--- config.mk ---
export PLATFORM = sky130hd
export DESIGN_NAME = battery_power_supervisor_core
export DESIGN_NICKNAME = d
export VERILOG_FILES = /design/src/bps_pkg.sv /design/src/bps_step.sv /design/src/battery_power_supervisor_core.sv
export SDC_FILE = /design/constraint.sdc
export NUM_CORES = 1
export LEC_CHECK = 0
export BUFFER_PORTS_ARGS = -buffer_cell sky130_fd_sc_hd__buf_2
export CORE_MARGIN = 1.5
export CORE_UTILIZATION = 55
export CTS_BUF_LIST = sky130_fd_sc_hd__clkbuf_8
export CTS_CLUSTER_DIAMETER = 40
export DETAILED_ROUTE_END_ITERATION = 16
export MAX_ROUTING_LAYER = met4
export PLACE_DENSITY = 0.78
export SETUP_SLACK_MARGIN = 0.15
export SLEW_MARGIN = 0
export SYNTH_ARGS = -nofsm -noshare
export SYNTH_HDL_FRONTEND = slang
export SYNTH_SLANG_ARGS = --single-unit
--- constraint.sdc ---
create_clock -name clk -period 2.6 [get_ports clk]
set_input_delay 0.13 -clock clk [delete_from_list [all_inputs] [get_ports clk]]
set_output_delay 0.13 -clock clk [all_outputs]
set_load 0.03 [all_outputs]
--- src/bps_pkg.sv ---
package bps_pkg;

  localparam int unsigned SampleW = 12;
  localparam int unsigned TicksW  = 24;
  localparam int unsigned CountW  = 15;
  localparam int unsigned DebW    = 6;
  localparam int unsigned SecsW   = 4;
  localparam int unsigned OpW     = 3;
  localparam int unsigned IndexW  = 2;

  localparam int unsigned WarnPeriodInt = 1000;
  localparam int unsigned WarnPhaseInt  = 100;
  localparam int unsigned ShutTicksInt  = 10000;
  localparam int unsigned NumWarn       = ShutTicksInt / WarnPeriodInt;

  localparam logic [DebW-1:0] DebMax = 6'd50;
  localparam logic [DebW-1:0] DebHit = 6'd49;

  localparam logic signed [CountW-1:0] ShutTicks     = 15'sd10000;
  localparam logic signed [CountW-1:0] ServoTicks    = 15'sd5000;
  localparam logic signed [CountW-1:0] DischargeWait = 15'sd800;
  localparam logic signed [CountW-1:0] GoodSamples   = 15'sd5;

  localparam logic [SampleW-1:0] IdleThresholdReset   = 12'd3000;
  localparam logic [SampleW-1:0] CutoffThresholdReset = 12'd1600;
  localparam logic [TicksW-1:0]  DefaultOffTicksReset = 24'd15000;

  typedef enum logic [OpW-1:0] {
    OP_TICK         = 3'd0,
    OP_SET_HALT     = 3'd1,
    OP_SCHEDULE_OFF = 3'd2,
    OP_CANCEL_OFF   = 3'd3
  } op_t;

  typedef enum logic [IndexW-1:0] {
    REG_IDLE_THRESHOLD   = 2'd0,
    REG_CUTOFF_THRESHOLD = 2'd1,
    REG_DEFAULT_OFF      = 2'd2
  } cfg_reg_t;

  typedef struct packed {
    logic [SampleW-1:0] idle_threshold;
    logic [SampleW-1:0] cutoff_threshold;
    logic [TicksW-1:0]  default_off_ticks;
  } cfg_t;

  typedef struct packed {
    logic [OpW-1:0]     op;
    logic [SampleW-1:0] battery_sample;
    logic               button_level;
    logic               servos_on;
    logic               halt_value;
    logic [TicksW-1:0]  off_ticks;
  } item_t;

  typedef struct packed {
    logic                     battery_off;
    logic signed [CountW-1:0] low_count;
    logic                     halt_pending;
    logic [DebW-1:0]          debounce_count;
    logic                     button_state;
    logic                     countdown_active;
    logic [TicksW-1:0]        countdown;
    logic                     power_level;
  } state_t;

  typedef struct packed {
    logic             battery_shut;
    logic             servo_disable;
    logic             mission_stop;
    logic [SecsW-1:0] seconds_left;
    logic             low_warning;
    logic             button_pressed;
    logic             power_enable;
  } result_t;

  typedef struct packed {
    logic             hit;
    logic [SecsW-1:0] secs;
  } warn_t;

  // Warnings fall at counts 100, 1100, ... 9100; the seconds left count down from 9.
  function automatic warn_t warn_lookup(input logic signed [CountW-1:0] lc);
    warn_t w;
    w.hit  = 1'b0;
    w.secs = '0;
    for (int k = 0; k < NumWarn; k++) begin
      if (lc == CountW'(WarnPhaseInt + k * WarnPeriodInt)) begin
        w.hit  = 1'b1;
        w.secs = SecsW'(NumWarn - 1 - k);
      end
    end
    return w;
  endfunction

endpackage

--- src/bps_step.sv ---
module bps_step
  import bps_pkg::*;
(
  input  state_t  st,
  input  cfg_t    cfg,
  input  item_t   it,
  output state_t  st_next,
  output result_t res
);

  logic signed [CountW-1:0] lc_inc;
  warn_t                    w;
  logic                     in_band;

  assign lc_inc  = st.low_count + 15'sd1;
  assign w       = warn_lookup(lc_inc);
  assign in_band = (it.battery_sample < cfg.idle_threshold) &&
                   (it.battery_sample > cfg.cutoff_threshold);

  always_comb begin
    st_next = st;
    res     = '0;
    case (op_t'(it.op))
      OP_SET_HALT: begin
        st_next.halt_pending = it.halt_value;
      end
      OP_SCHEDULE_OFF: begin
        st_next.countdown        = (it.off_ticks != '0) ? it.off_ticks : cfg.default_off_ticks;
        st_next.countdown_active = 1'b1;
      end
      OP_CANCEL_OFF: begin
        st_next.countdown_active = 1'b0;
      end
      OP_TICK: begin
        if (st.battery_off) begin
          if (st.low_count < 0) begin
            st_next.low_count = (lc_inc == '0) ? GoodSamples : lc_inc;
          end else if (it.battery_sample >= cfg.idle_threshold) begin
            if (st.low_count == '0) begin
              st_next.power_level  = 1'b1;
              st_next.battery_off  = 1'b0;
              st_next.halt_pending = 1'b0;
            end else begin
              st_next.low_count = st.low_count - 15'sd1;
            end
          end
        end else if (in_band || st.halt_pending) begin
          st_next.low_count = lc_inc;
          if (w.hit) begin
            res.low_warning  = 1'b1;
            res.mission_stop = 1'b1;
            res.seconds_left = w.secs;
            if ((lc_inc >= ServoTicks) && it.servos_on) begin
              res.servo_disable = 1'b1;
            end
          end
          if ((lc_inc > ShutTicks) || st.halt_pending) begin
            if (it.servos_on) begin
              res.servo_disable = 1'b1;
            end
            st_next.power_level = 1'b0;
            st_next.battery_off = 1'b1;
            st_next.low_count   = -DischargeWait;
          end
        end else begin
          st_next.low_count = '0;
        end

        if (it.button_level) begin
          if (st.debounce_count == DebHit) begin
            st_next.button_state = 1'b1;
          end
          if (st.debounce_count < DebMax) begin
            st_next.debounce_count = st.debounce_count + 6'd1;
          end
        end else begin
          if (st.debounce_count == 6'd1) begin
            st_next.button_state = 1'b0;
          end
          if (st.debounce_count > 6'd0) begin
            st_next.debounce_count = st.debounce_count - 6'd1;
          end
        end

        if (st.countdown_active) begin
          if (st.countdown <= 24'd1) begin
            st_next.countdown        = '0;
            st_next.power_level      = 1'b0;
            st_next.countdown_active = 1'b0;
          end else begin
            st_next.countdown = st.countdown - 24'd1;
          end
        end
      end
      default: begin
      end
    endcase
    res.power_enable   = st_next.power_level;
    res.button_pressed = st_next.button_state;
    res.battery_shut   = st_next.battery_off;
  end

endmodule

--- src/battery_power_supervisor_core.sv ---
// Battery power supervisor. Each input item carries an op code on s_tuser and its operands on
// s_tdata; every item yields exactly one result item on m_tdata. One item is taken per clock
// cycle while the output register is free or its result is being taken. An accepted item is
// registered, the supervisor state is updated combinationally from that register, and the
// result is written to an output register, when that is free or being taken, and held there
// until it is taken. The combinational state update sets this rate. Configuration writes on
// the cfg channel are always ready and should be issued while the block is idle.
module battery_power_supervisor_core
  import bps_pkg::*;
(
  input  logic                clk,
  input  logic                rst,
  input  logic                s_tvalid,
  output logic                s_tready,
  input  logic [39:0]         s_tdata,  // battery_sample, button_level, servos_on, halt_value,
                                        // off_ticks, zero fill
  input  logic [OpW-1:0]      s_tuser,  // op
  output logic                m_tvalid,
  input  logic                m_tready,
  output logic [15:0]         m_tdata,  // power_enable, button_pressed, low_warning,
                                        // seconds_left, mission_stop, servo_disable,
                                        // battery_shut, zero fill
  input  logic                cfg_valid,
  output logic                cfg_ready,
  input  logic [IndexW-1:0]   cfg_index,
  input  logic [TicksW-1:0]   cfg_data
);

  logic    in_valid;
  item_t   in_item;
  logic    out_valid;
  result_t out_res;
  state_t  st;
  state_t  st_next;
  cfg_t    cfg;
  result_t res;
  logic    advance;

  assign advance   = in_valid && (!out_valid || m_tready);
  assign s_tready  = !in_valid || advance;
  assign cfg_ready = 1'b1;
  assign m_tvalid  = out_valid;
  assign m_tdata   = {6'd0, out_res};

  bps_step u_step (
    .st      (st),
    .cfg     (cfg),
    .it      (in_item),
    .st_next (st_next),
    .res     (res)
  );

  always_ff @(posedge clk) begin
    if (rst) begin
      in_valid <= 1'b0;
    end else if (s_tready) begin
      in_valid <= s_tvalid;
    end
  end

  always_ff @(posedge clk) begin
    if (s_tvalid && s_tready) begin
      in_item.op             <= s_tuser;
      in_item.battery_sample <= s_tdata[11:0];
      in_item.button_level   <= s_tdata[12];
      in_item.servos_on      <= s_tdata[13];
      in_item.halt_value     <= s_tdata[14];
      in_item.off_ticks      <= s_tdata[38:15];
    end
  end

  always_ff @(posedge clk) begin
    if (rst) begin
      out_valid <= 1'b0;
    end else if (advance) begin
      out_valid <= 1'b1;
    end else if (m_tready) begin
      out_valid <= 1'b0;
    end
  end

  always_ff @(posedge clk) begin
    if (advance) begin
      out_res <= res;
    end
  end

  always_ff @(posedge clk) begin
    if (rst) begin
      st.battery_off      <= 1'b0;
      st.low_count        <= '0;
      st.halt_pending     <= 1'b0;
      st.debounce_count   <= '0;
      st.button_state     <= 1'b0;
      st.countdown_active <= 1'b0;
      st.countdown        <= '0;
      st.power_level      <= 1'b1;
    end else if (advance) begin
      st <= st_next;
    end
  end

  always_ff @(posedge clk) begin
    if (rst) begin
      cfg.idle_threshold    <= IdleThresholdReset;
      cfg.cutoff_threshold  <= CutoffThresholdReset;
      cfg.default_off_ticks <= DefaultOffTicksReset;
    end else if (cfg_valid && cfg_ready) begin
      case (cfg_reg_t'(cfg_index))
        REG_IDLE_THRESHOLD:   cfg.idle_threshold    <= cfg_data[SampleW-1:0];
        REG_CUTOFF_THRESHOLD: cfg.cutoff_threshold  <= cfg_data[SampleW-1:0];
        REG_DEFAULT_OFF:      cfg.default_off_ticks <= cfg_data;
        default: begin
        end
      endcase
    end
  end

endmodule

# Word level (Yosys, flattened, before mapping)
# Index checks and enable logic that the tools add are counted.
# classes
muxes,51
n_reduce_logical,33
bitwise_logic,3
addsub,5
n_lt_le_gt_ge,9
eq_ne,25
# ops
operator,n
"15-bit by 13-bit equality test with 1-bit output, second input constant",5
15-bit 2-to-1 mux,4
5-bit 2-to-1 mux,10
16-bit 2-to-1 mux,3
24-bit 2-to-1 mux,2
24-bit case mux with 2 select lines,1
"15-bit by 12-bit equality test with 1-bit output, second input constant",2
15-bit logical NOT,2
26-bit 2-to-1 mux,1
"24-bit by 1-bit <= comparator with 1-bit output, second input constant",1
24-bit nonzero test,1
"24-bit by 1-bit subtractor with 24-bit output, second input constant",1
1-bit 2-to-1 mux,23
17-bit 2-to-1 mux,1
"15-bit by 2-bit adder with 15-bit output, second input constant",1
"15-bit by 11-bit equality test with 1-bit output, second input constant",1
"15-bit by 14-bit equality test with 1-bit output, second input constant",1
"15-bit by 7-bit equality test with 1-bit output, second input constant",1
"15-bit by 14-bit >= comparator with 1-bit output, second input constant",1
"15-bit greater-than comparator, second input constant",1
"15-bit by 1-bit < comparator with 1-bit output, second input constant",1
"15-bit by 2-bit subtractor with 15-bit output, second input constant",1
7-bit 2-to-1 mux,2
12-bit >= comparator,1
36 further kinds,58
# word_totals
input_bits,74
ff_bits,152

# Longest topological paths before layout
# Gate-level depths: netlist (run 1).
# logic_depth
ltp_word,15
mapped_depth,11
ltp_nobuf,10

# Modules after synthesis
# Synthesis (run 1) repeated with hierarchy kept, for this count alone.
# unflattened
cells_unflattened,1198
area_unflattened_um2,9868.2
# modules_own_cells
module,area_per_inst_um2,seq_area_each_um2,instances,cells_per_inst
battery_power_supervisor_core,5649.2,3563.4,1,489
bps_step,4219.0,0.0,1,709

# Worst setup path after synthesis (run 1)
# No wires, ideal clock.
# synth_path
path_kind,register to register
start,register st[35] (netlist name)
end,register out_res (netlist bit m_tdata[8]) (data pin)
slack_ps,-128
setup_time_ps,256
stages_incl_launch_ff,10
n_path_buf,0
t_arrival_ps,2472
path_cell_list,dfxtp_1 ha_1 nand3_4 o31a_1 or2_2 nand3b_1 a221oi_2 a2111oi_2 o21ai_1 and4_1
# synth_between
elab_chain_len,15
# synth_lines
item,line_no,source
15-bit by 2-bit adder with 15-bit output (*),bps_step.sv:15,assign lc_inc = st.low_count + 15'sd1;
15-bit by 7-bit equality test with 1-bit output,bps_pkg.sv:88,if (lc == CountW'(WarnPhaseInt + k * WarnPeriodInt)) begin
5-bit 2-to-1 mux (10 in series),bps_pkg.sv:88,
7-bit 2-to-1 mux,bps_step.sv:49,if (w.hit) begin
1-bit 2-to-1 mux,bps_step.sv:58,if (it.servos_on) begin
1-bit 2-to-1 mux (*),bps_step.sv:57,if ((lc_inc > ShutTicks) || st.halt_pending) begin
"end signal, assigned",battery_power_supervisor_core.sv:84,out_res <= res;
"end, declared",battery_power_supervisor_core.sv:32,result_t out_res;
# Mark *: on every way between the ends. The rest lies on a longest branch, timed or not.
# A chain may end at the register's enable or synchronous reset.

# Worst setup path in the final report (run 1)
# layout_path
start,register in_item[33] (netlist name)
end,register st[41] (netlist name)
# layout_between
elab_chain_len,5
# layout_lines
item,line_no,source
"start, declared",battery_power_supervisor_core.sv:30,item_t in_item;
12-bit < comparator / 12-bit greater-than comparator (equally long branches),"bps_step.sv:17, bps_step.sv:18",
1-bit logical AND,bps_step.sv:17,assign in_band = (it.battery_sample < cfg.idle_threshold) &&
1-bit logical OR,bps_step.sv:47,end else if (in_band || st.halt_pending) begin
15-bit 2-to-1 mux,bps_step.sv:47,
16-bit 2-to-1 mux,bps_step.sv:35,if (st.battery_off) begin
# Parallel ways exist; a longest one is shown, timed or not.

==> results of run 1 <==
[state kept, by name, indices dropped and copies added, names as in the netlist]
register  flops
st           50
in_valid      1
in_item      42
m_tvalid      1
m_tdata       9
cfg          48
[stage by stage]
step | setup TNS (ps) | power (W) | util, % | area [µm²] | hold WS, ps
2_1_floorplan | 0 | 0.00301 | - | 8850 | 229
3_3_place_gp | -29.8 | 0.00322 | 64.7 | 9950 | 307
3_5_place_dp | -157 | 0.00324 | 64.7 | 9950 | 308
4_1_cts | 0 | 0.00518 | 74.3 | 11400 | 223
5_1_grt | -1670 | 0.00552 | 78.1 | 12000 | 299
6_report | -16.4 | 0.00536 | 78.1 | 12000 | 281
[critical path, cell delays in order, from the launching register on]
cell                       delay [ps]
sky130_fd_sc_hd__edfxtp_1         420
sky130_fd_sc_hd__ha_1             330
sky130_fd_sc_hd__and2_1           170
sky130_fd_sc_hd__a221oi_2         300
sky130_fd_sc_hd__buf_4            180
sky130_fd_sc_hd__buf_6             90
sky130_fd_sc_hd__o221a_4          240
sky130_fd_sc_hd__buf_6            120
sky130_fd_sc_hd__o41ai_2           50
sky130_fd_sc_hd__o22ai_1          210
sky130_fd_sc_hd__o21ai_1          100
sky130_fd_sc_hd__o22ai_1          200
sky130_fd_sc_hd__nor2_1            80
[layout make-up]
type / instances / area [µm²]
Multi-Input combinational cell: 775 / 5450
Sequential cell: 151 / 3550
Fill cell: 998 / 3360
Timing Repair Buffer: 283 / 2180
Tap cell: 211 / 264
Clock buffer: 17 / 234
Clock inverter: 15 / 174
Inverter: 41 / 158
[cells by family (layout without fill, tap and decap cells)]
| family | Yosys count | after routing | synth area share [%] |
|---|---|---|---|
| flops | 151 | 151 | 40.4 |
| fa+ha+maj | 34 | 34 | 4.86 |
| xor+xnor | 21 | 21 | 2.19 |
| compound gates | 293 | 293 | 21.6 |
| simple gates | 415 | 415 | 24.7 |
| buf+inv | 111 | 356 | 5.65 |
| other cells | 2 | 7 | 0.0859 |
| mux | 5 | 5 | 0.572 |
[placed cells by master (no fill, tap or decap), types with 7 or more instances in the layout]
cell type                       netlist  layout
sky130_fd_sc_hd__ha_4                 0      12
sky130_fd_sc_hd__buf_2               14      84
sky130_fd_sc_hd__dfxtp_1            100      90
sky130_fd_sc_hd__nand3_1             11      10
sky130_fd_sc_hd__ha_1                34      22
sky130_fd_sc_hd__inv_1               41      41
sky130_fd_sc_hd__dlygate4sd3_1        0      69
sky130_fd_sc_hd__o21ai_2              0       8
sky130_fd_sc_hd__nor4_1              25      23
sky130_fd_sc_hd__clkbuf_8             0      17
sky130_fd_sc_hd__o22ai_1             17      13
sky130_fd_sc_hd__edfxtp_1            51      51
sky130_fd_sc_hd__nor3_1              24      18
sky130_fd_sc_hd__buf_6                2      11
sky130_fd_sc_hd__or3_1               10       8
sky130_fd_sc_hd__nor2_1              98      92
sky130_fd_sc_hd__xnor2_1             12      11
sky130_fd_sc_hd__buf_4               12     115
sky130_fd_sc_hd__a21oi_1            107     101
sky130_fd_sc_hd__xor2_1               8       8
sky130_fd_sc_hd__a22oi_1             15      13
sky130_fd_sc_hd__o21ai_0             59      47
sky130_fd_sc_hd__nand3b_1            14      14
sky130_fd_sc_hd__dfxtp_2              0       8
sky130_fd_sc_hd__nand4_1             13      13
sky130_fd_sc_hd__conb_1               2       7
sky130_fd_sc_hd__nand2_1            143     138
sky130_fd_sc_hd__a211o_1             11      11
[power by group through the flow]
stage | registers [W] | clock network, W | logic [W]
global route | 0.00259 | 0.00198 | 0.000945
CTS | 0.00258 | 0.00186 | 0.000740
detailed placement | 0.00263 | 0 | 0.000606
finish | 0.00258 | 0.00189 | 0.000886
global placement | 0.00263 | 0 | 0.000591
floorplan | 0.00262 | 0 | 0.000382
[path summary, 6_finish.rpt]
check                   startpoint                    to
max          in_item[33]$_DFFE_PP_   st[41]$_SDFFE_PP0P_
min                      cfg_valid  cfg[23]$_SDFFE_PP0P_
max reg2reg  in_item[33]$_DFFE_PP_   st[41]$_SDFFE_PP0P_
min reg2reg   cfg[25]$_SDFFE_PP0P_  cfg[25]$_SDFFE_PP0P_
[repair_timing]
| action | 4_1_cts | 5_1_grt |
|---|---|---|
| resized for setup | 46 | 93 |
| endpoints found under the hold margin | 92 | 0 |
| hold buffers | 69 | 0 |
| pin swaps | 22 | 60 |
| setup buffers | 16 | 20 |
| endpoints found under the setup margin | 26 | 49 |
[per-layer routing]
layer | track usage (%) | vias to the layer above | routed length [µm]
li1 | - | 4226 | -
met3 | 7.35 | 120 | 2280
met5 | - | - | 0
met4 | 15.7 | 0 | 1250
met2 | 55.6 | 515 | 13900
met1 | 40.1 | 4369 | 11200
==> results list, run 1 <==
- Run status: complete, but fails checks
- Violations in the final reports: setup timing
* GP Congestion: 0.989
- Timing analysis after detailed placement gives a worst setup slack of -64.2 ps.
- Power density relative to cell area: 447 nW/µm²
- Of the total power, the clock network draws 35.3%.
- Summing every instance area after synthesis gives 8750 µm².
- Placed cell count: 1356
* Clock buffer depth: 2
- After synthesis, the largest area contributor takes up 22.9% of total cell area.
- For this run, design rule violations remaining after detail routing come to 0.
- After clock tree synthesis, the clock-pin slew on the worst setup and hold paths is 100 ps.
- In this run the worst path has a maximum fanout of 7.
* I/O pin count: 93
- The floorplan has 45 rows.
* Commonest cells in the netlist: sky130_fd_sc_hd__nand2_1, sky130_fd_sc_hd__a21oi_1, sky130_fd_sc_hd__dfxtp_1
- Sequential fraction of design power: 48.2%
- Clock latency on the worst-skew pair: 510 ps
- Cell type with the largest total area after synthesis: sky130_fd_sc_hd__dfxtp_1
- Htree depth: 4
* Final setup violation count: 1
- CTS tree: done
- For the finished layout, the period the worst path requires is 2620 ps.
- Total of max-cap violations: 0
- Master cell of the clock root buffer: sky130_fd_sc_hd__clkbuf_8
- Average wire per cell in the routed design: 19.2 µm
* Gr usage total: 34.0%
* Class of the most critical setup path: reg -> reg
- Most common flop cell mapped by yosys: sky130_fd_sc_hd__dfxtp_1
- Area of the core: 15400 µm²
* Class of the tightest hold or removal check: in -> reg
- The repair_antennas step left the layout with diodes totalling 0.
* Tightest slew margin relative to the limit: 37.3%
- For this block, the routed nets add up to 28600 µm of wire.
- Switching part of the total: 29.0%
* First-pass GRT wire length: 43100 µm
- Setup repair after global routing could not meet its margin everywhere.
* Reg2reg path depth: 12
- The initial utilization of the core area, before any placement, comes to 56.9%.
- Combinational fraction of design power: 16.5%
* HPWL reported at the end of detailed placement: 16400 µm
- Biggest area contributors in the synthesized netlist: sky130_fd_sc_hd__dfxtp_1, sky130_fd_sc_hd__edfxtp_1, sky130_fd_sc_hd__nand2_1
* Via count of the first global-routing pass: 8651
* Netlist cell types: 81
- First-iteration detailed-routing DRC count: 1066
* Mean instance size in the synthesized netlist: 8.47 µm²
- VDD sags by at most 0.526 mV.
- At the pin with the least slew margin, the transition time is 940 ps.
- Entering global routing, the biggest net connects 51 pins.
- Dividing the detail-routed via count by the number of cells gives 6.18.
* Syn Inst Count: 1032
* Int Pwr: 0.00381 W
- STA classifies the critical path endpoint as a register.
* Hold Path Cell Cnt: 5
* Buffers on Ports: 84
- Die boundary width: 129 µm
- Final Hold Vio Count: 0
* Share of post-route cells with drive strength above 1: 29.7%
- Number of enable flip-flop cells after synthesis: 51
* Reg-to-reg slack, setup: -20 ps
* Area of the die: 16700 µm²
- Once layout is complete, the cells apart from fillers number 1493.
- STA puts the critical path data required time at 2980 ps.
* Most frequent cell after synthesis: sky130_fd_sc_hd__nand2_1
- After the last flow step, the layout net total stands at 1377.
- Final WS setup: -16.4 ps
- FFs w/ async S/R, synth: 0%
* Number of iterations in the first detailed-routing pass: 6
* Yosys warns: 0
- The analysis attributes to net switching a power of 0.00156 W.
- Compared with the post-synthesis result, the final layout area differs by 37.3%.
- Post-route antenna net violation count: 0
* Highest Clock Rate: 0.382 GHz
- STA classifies the critical path startpoint as a register.
* Fraction of the yosys area taken by sequential cells: 40.4%
- For the final database, setup skew stands at 18.9 ps.
- Global routing finished with a remaining overflow of 0.
- Summed over all cells, the static leakage comes to 4.76 nW.
- Buffers inserted during clock tree synthesis total 17.
- Antenna violations before repair: 0
* Fin crit share: 101%
- The count of final max-slew check failures was 0.
- Summing over every cut layer, the via total after detailed routing is 9230.
- Die height: 129 µm
* Arrival time at the worst endpoint: 2990 ps
- Sinks on the clock net: 151
* Number of flip-flops and latches in the synthesized netlist: 151
Power figures use the tool's default switching activity.
==> inputs of run 2 (changes only) <==
--- a/config.mk
+++ b/config.mk
@@ -6,6 +6,7 @@
 export NUM_CORES = 1
 export LEC_CHECK = 0
 export BUFFER_PORTS_ARGS = -buffer_cell sky130_fd_sc_hd__buf_2
+export CORE_ASPECT_RATIO = 2
 export CORE_MARGIN = 1.5
 export CORE_UTILIZATION = 55
 export CTS_BUF_LIST = sky130_fd_sc_hd__clkbuf_8
==> run 2 against run 1 <==
The run still ends with setup timing left; final cell count grew 2.1%; clock power hardly changed; critical path depth decreased by 3; first-iteration DRC count shrank 26%; register-to-register slack worse by 250 ps; largest power group unchanged.
==> results list, run 2 (synthesis results as in run 1) <==
- Run status: complete, but fails checks
- Violations in the final reports: setup timing
- The actual slew at the worst max-slew pin was 1080 ps (+139 ps).
- The relative contribution of combinational cells to total power is 16.9% (+0.4 points).
- TritonCTS built the clock tree.
- The via count of the first global-routing pass came to 9612 (+11%).
- Maximum resistive drop on vdd: 0.570 mV (+8.5%)
- In this run the worst hold path is classified as in -> reg.
* Worst-path clk slew: 90 ps (about the same)
- Number of flip-flops in the largest register: 50 (unchanged)
* Highest Clock Rate: 0.349 GHz (-8.7%)
* Antenna violations before repair: 1 (+1)
- The number of DRC violations after detailed routing came to 0 (unchanged).
- Final setup violation count: 23 (+22)
- The leakage power is 4.91 nW (+3.1%).
- Max-slew violation total from the final report: 0 (unchanged)
* HPWL reported at the end of detailed placement: 20400 µm (+24%)
- The routed length per instance is 22.1 µm (+15%).
* Total wire length: 33700 µm (+18%)
- The first-pass iteration count of the detailed router came to 6 (unchanged).
* Register containing the most flip-flops in the final layout: st
- Post-route antenna net violation count: 0 (unchanged)
* Placed cell count: 1383 (+2.0%)
- The overall power after layout came to 0.00538 W (+0.29%).
* Area grow syn2layout: 41.3%
* Sequential fraction of design power: 48.0% (-0.2 points)
- Total of max-cap violations: 0 (unchanged)
- The final period demand of the worst path is 2870 ps (+250 ps).
- The via density per instance was 6.46 (+4.5%).
* Gr ovfl total: 0 (unchanged)
* Number of buffers added by the clock tree synthesis step: 17 (unchanged)
- Area of the die: 16700 µm² (+0.28%)
* Die boundary width: 92.2 µm (-29%)
- Final sum of negative setup slack: -2320 ps (-2300 ps)
* Worst hold slack across all endpoints: 165 ps (-116 ps)
* First-pass GRT wire length: 48700 µm (+13%)
* Die height: 181 µm (+40%)
* Vias post-DR: 9842 (+6.6%)
- Final WS setup: -267 ps (-250 ps)
- I/O pin count: 93 (unchanged)
- Int Pwr: 0.00385 W (+1.2%)
- Total placed instance area: 10200 µm² (+2.5%)
- Highest fanout seen on the critical path: 5 (-2)
- The clock tree skew after final layout came to 23.1 ps (+4.17 ps).
* Finished Cell Area: 12400 µm² (+2.9%)
- Clock tree synthesis selected as its root buffer the cell sky130_fd_sc_hd__clkbuf_8.
* Arrival time at the worst endpoint: 3160 ps (+170 ps)
- The last weighted congestion value of the routability-driven placer came to 0.985 (-0.42%).
* Tightest slew margin relative to the limit: 27.3% (-10 points)
- Most common library cell in the layout ignoring fill and taps: sky130_fd_sc_hd__buf_4
* Share of post-route cells with drive strength above 1: 32.7% (+3.0 points)
- The worst setup slack for register-to-register paths is -270 ps (-250 ps).
- The area of the placeable core was 15700 µm² (+2.1%).
- The endpoint required time on the critical path is 2890 ps (-90 ps).
* Clock latency on the worst-skew pair: 480 ps (-30 ps)
- The switching part of the total was 28.3% (-0.64 points).
- The pin count of the biggest net entering global routing was 42 (-18%).
* Clock buffer depth: 2 (unchanged)
- Sinks on the clock net: 151 (unchanged)
* Buffers on Ports: 84 (unchanged)
- Final Hold Vio Count: 0 (unchanged)
* Registers with the most flip-flops: st (50), cfg (48), in_item (42)
- Htree depth: 4 (unchanged)
- Power dissipated by switching net loads: 0.00153 W (-1.9%)
- Endpoint kind of the worst setup timing path: register
- Startpoint class of the critical path: register
- The floorplan row count came to 65 (+44%).
- Non-filler instance count after layout: 1524 (+2.1%)
- Fin crit share: 110% (+9.6 points)
- Commonest cells after routing, fill and taps aside: sky130_fd_sc_hd__buf_4, sky130_fd_sc_hd__nand2_1, sky130_fd_sc_hd__a21oi_1
* Gr usage total: 39.1% (+5.1 points)
- Setup repair after global routing missed its margin: true
- Count of nets after finishing: 1417 (+2.9%)
- The worst setup path is of the reg -> reg kind.
- Power density relative to cell area: 435 nW/µm² (-2.6%)
* Clock network fraction of total power: 35.1% (-0.2 points)
- First-iteration detailed-routing DRC count: 786 (-26%)
- The initial cell density of the core is 55.7% (-1.2 points).
-- run 2: changes by cell type in the layout (fill, tap and decap cells not counted), moves of 4 or more --
cell,before,now
sky130_fd_sc_hd__a21oi_2,5,9
sky130_fd_sc_hd__a31oi_2,4,0
sky130_fd_sc_hd__buf_4,115,156
sky130_fd_sc_hd__dfxtp_2,8,4
sky130_fd_sc_hd__dfxtp_4,2,8
sky130_fd_sc_hd__ha_1,22,27
sky130_fd_sc_hd__ha_4,12,7
sky130_fd_sc_hd__nand2_2,3,7
-- run 2: cell type report --
cell class	instances	area, µm²
diodes	1	2.50
clock buffers	17	234
clock inverters	15	164
fillers	933	3340
inverters	41	154
multi-input cells	775	5530
flip-flops and latches	151	3570
well taps	201	251
repair buffers	323	2460
-- run 2: repair_timing --
item | 4_1_cts | 5_1_grt
buffers inserted | 23 | 17
endpoints found under the setup margin | 26 | 46
endpoints found under the hold margin | 92 | 0
gates resized for setup | 72 | 98
hold buffers | 68 | 0
pin swaps | 36 | 43
-- run 2: critical path, cell delays in order (launching register included) --
cell and delay (ps):
sky130_fd_sc_hd__edfxtp_1 490, sky130_fd_sc_hd__ha_1 400, sky130_fd_sc_hd__nand4_1 210, sky130_fd_sc_hd__nor3_2 290, sky130_fd_sc_hd__o21ai_2 190, sky130_fd_sc_hd__a211oi_2 220
sky130_fd_sc_hd__buf_4 200, sky130_fd_sc_hd__o21ai_4 90, sky130_fd_sc_hd__or3_4 400, sky130_fd_sc_hd__a2111oi_4 180
-- run 2: power by group through the flow --
stage                     combinational [W]  clock (W)  sequential [W]
after global placement             0.000630          0         0.00263
final                              0.000909    0.00189         0.00258
after detailed placement           0.000642          0         0.00263
after floorplan                    0.000382          0         0.00262
after CTS                          0.000781    0.00187         0.00257
after global routing               0.000956    0.00197         0.00259
-- run 2: stage by stage --
step / utilization, % / setup slack (ps)
6_report: 78.7 / -267
5_1_grt: 78.7 / -458
4_1_cts: 75.2 / 55.0
3_5_place_dp: 65.0 / -188
3_3_place_gp: 65.0 / -160
2_1_floorplan: - / 126
-- run 2: routing by layer --
metal	wire [µm]	GRT usage (%)	vias up
met1	10300	34.4	4608
met5	0	-	-
li1	-	-	4313
met2	17500	68.4	647
met4	3680	35.9	0
met3	2130	6.94	274
-- run 2: final timing paths --
kind / from / end / depth (start not counted)
max: in_item[38]$_DFFE_PP_ / m_tdata[6]$_SDFFCE_PP0P_ / 9
min: rst / st[13]$_SDFFE_PP0P_ / 2
max reg2reg: in_item[38]$_DFFE_PP_ / m_tdata[6]$_SDFFCE_PP0P_ / 9
min reg2reg: cfg[1]$_SDFFE_PP0P_ / cfg[1]$_SDFFE_PP0P_ / 2
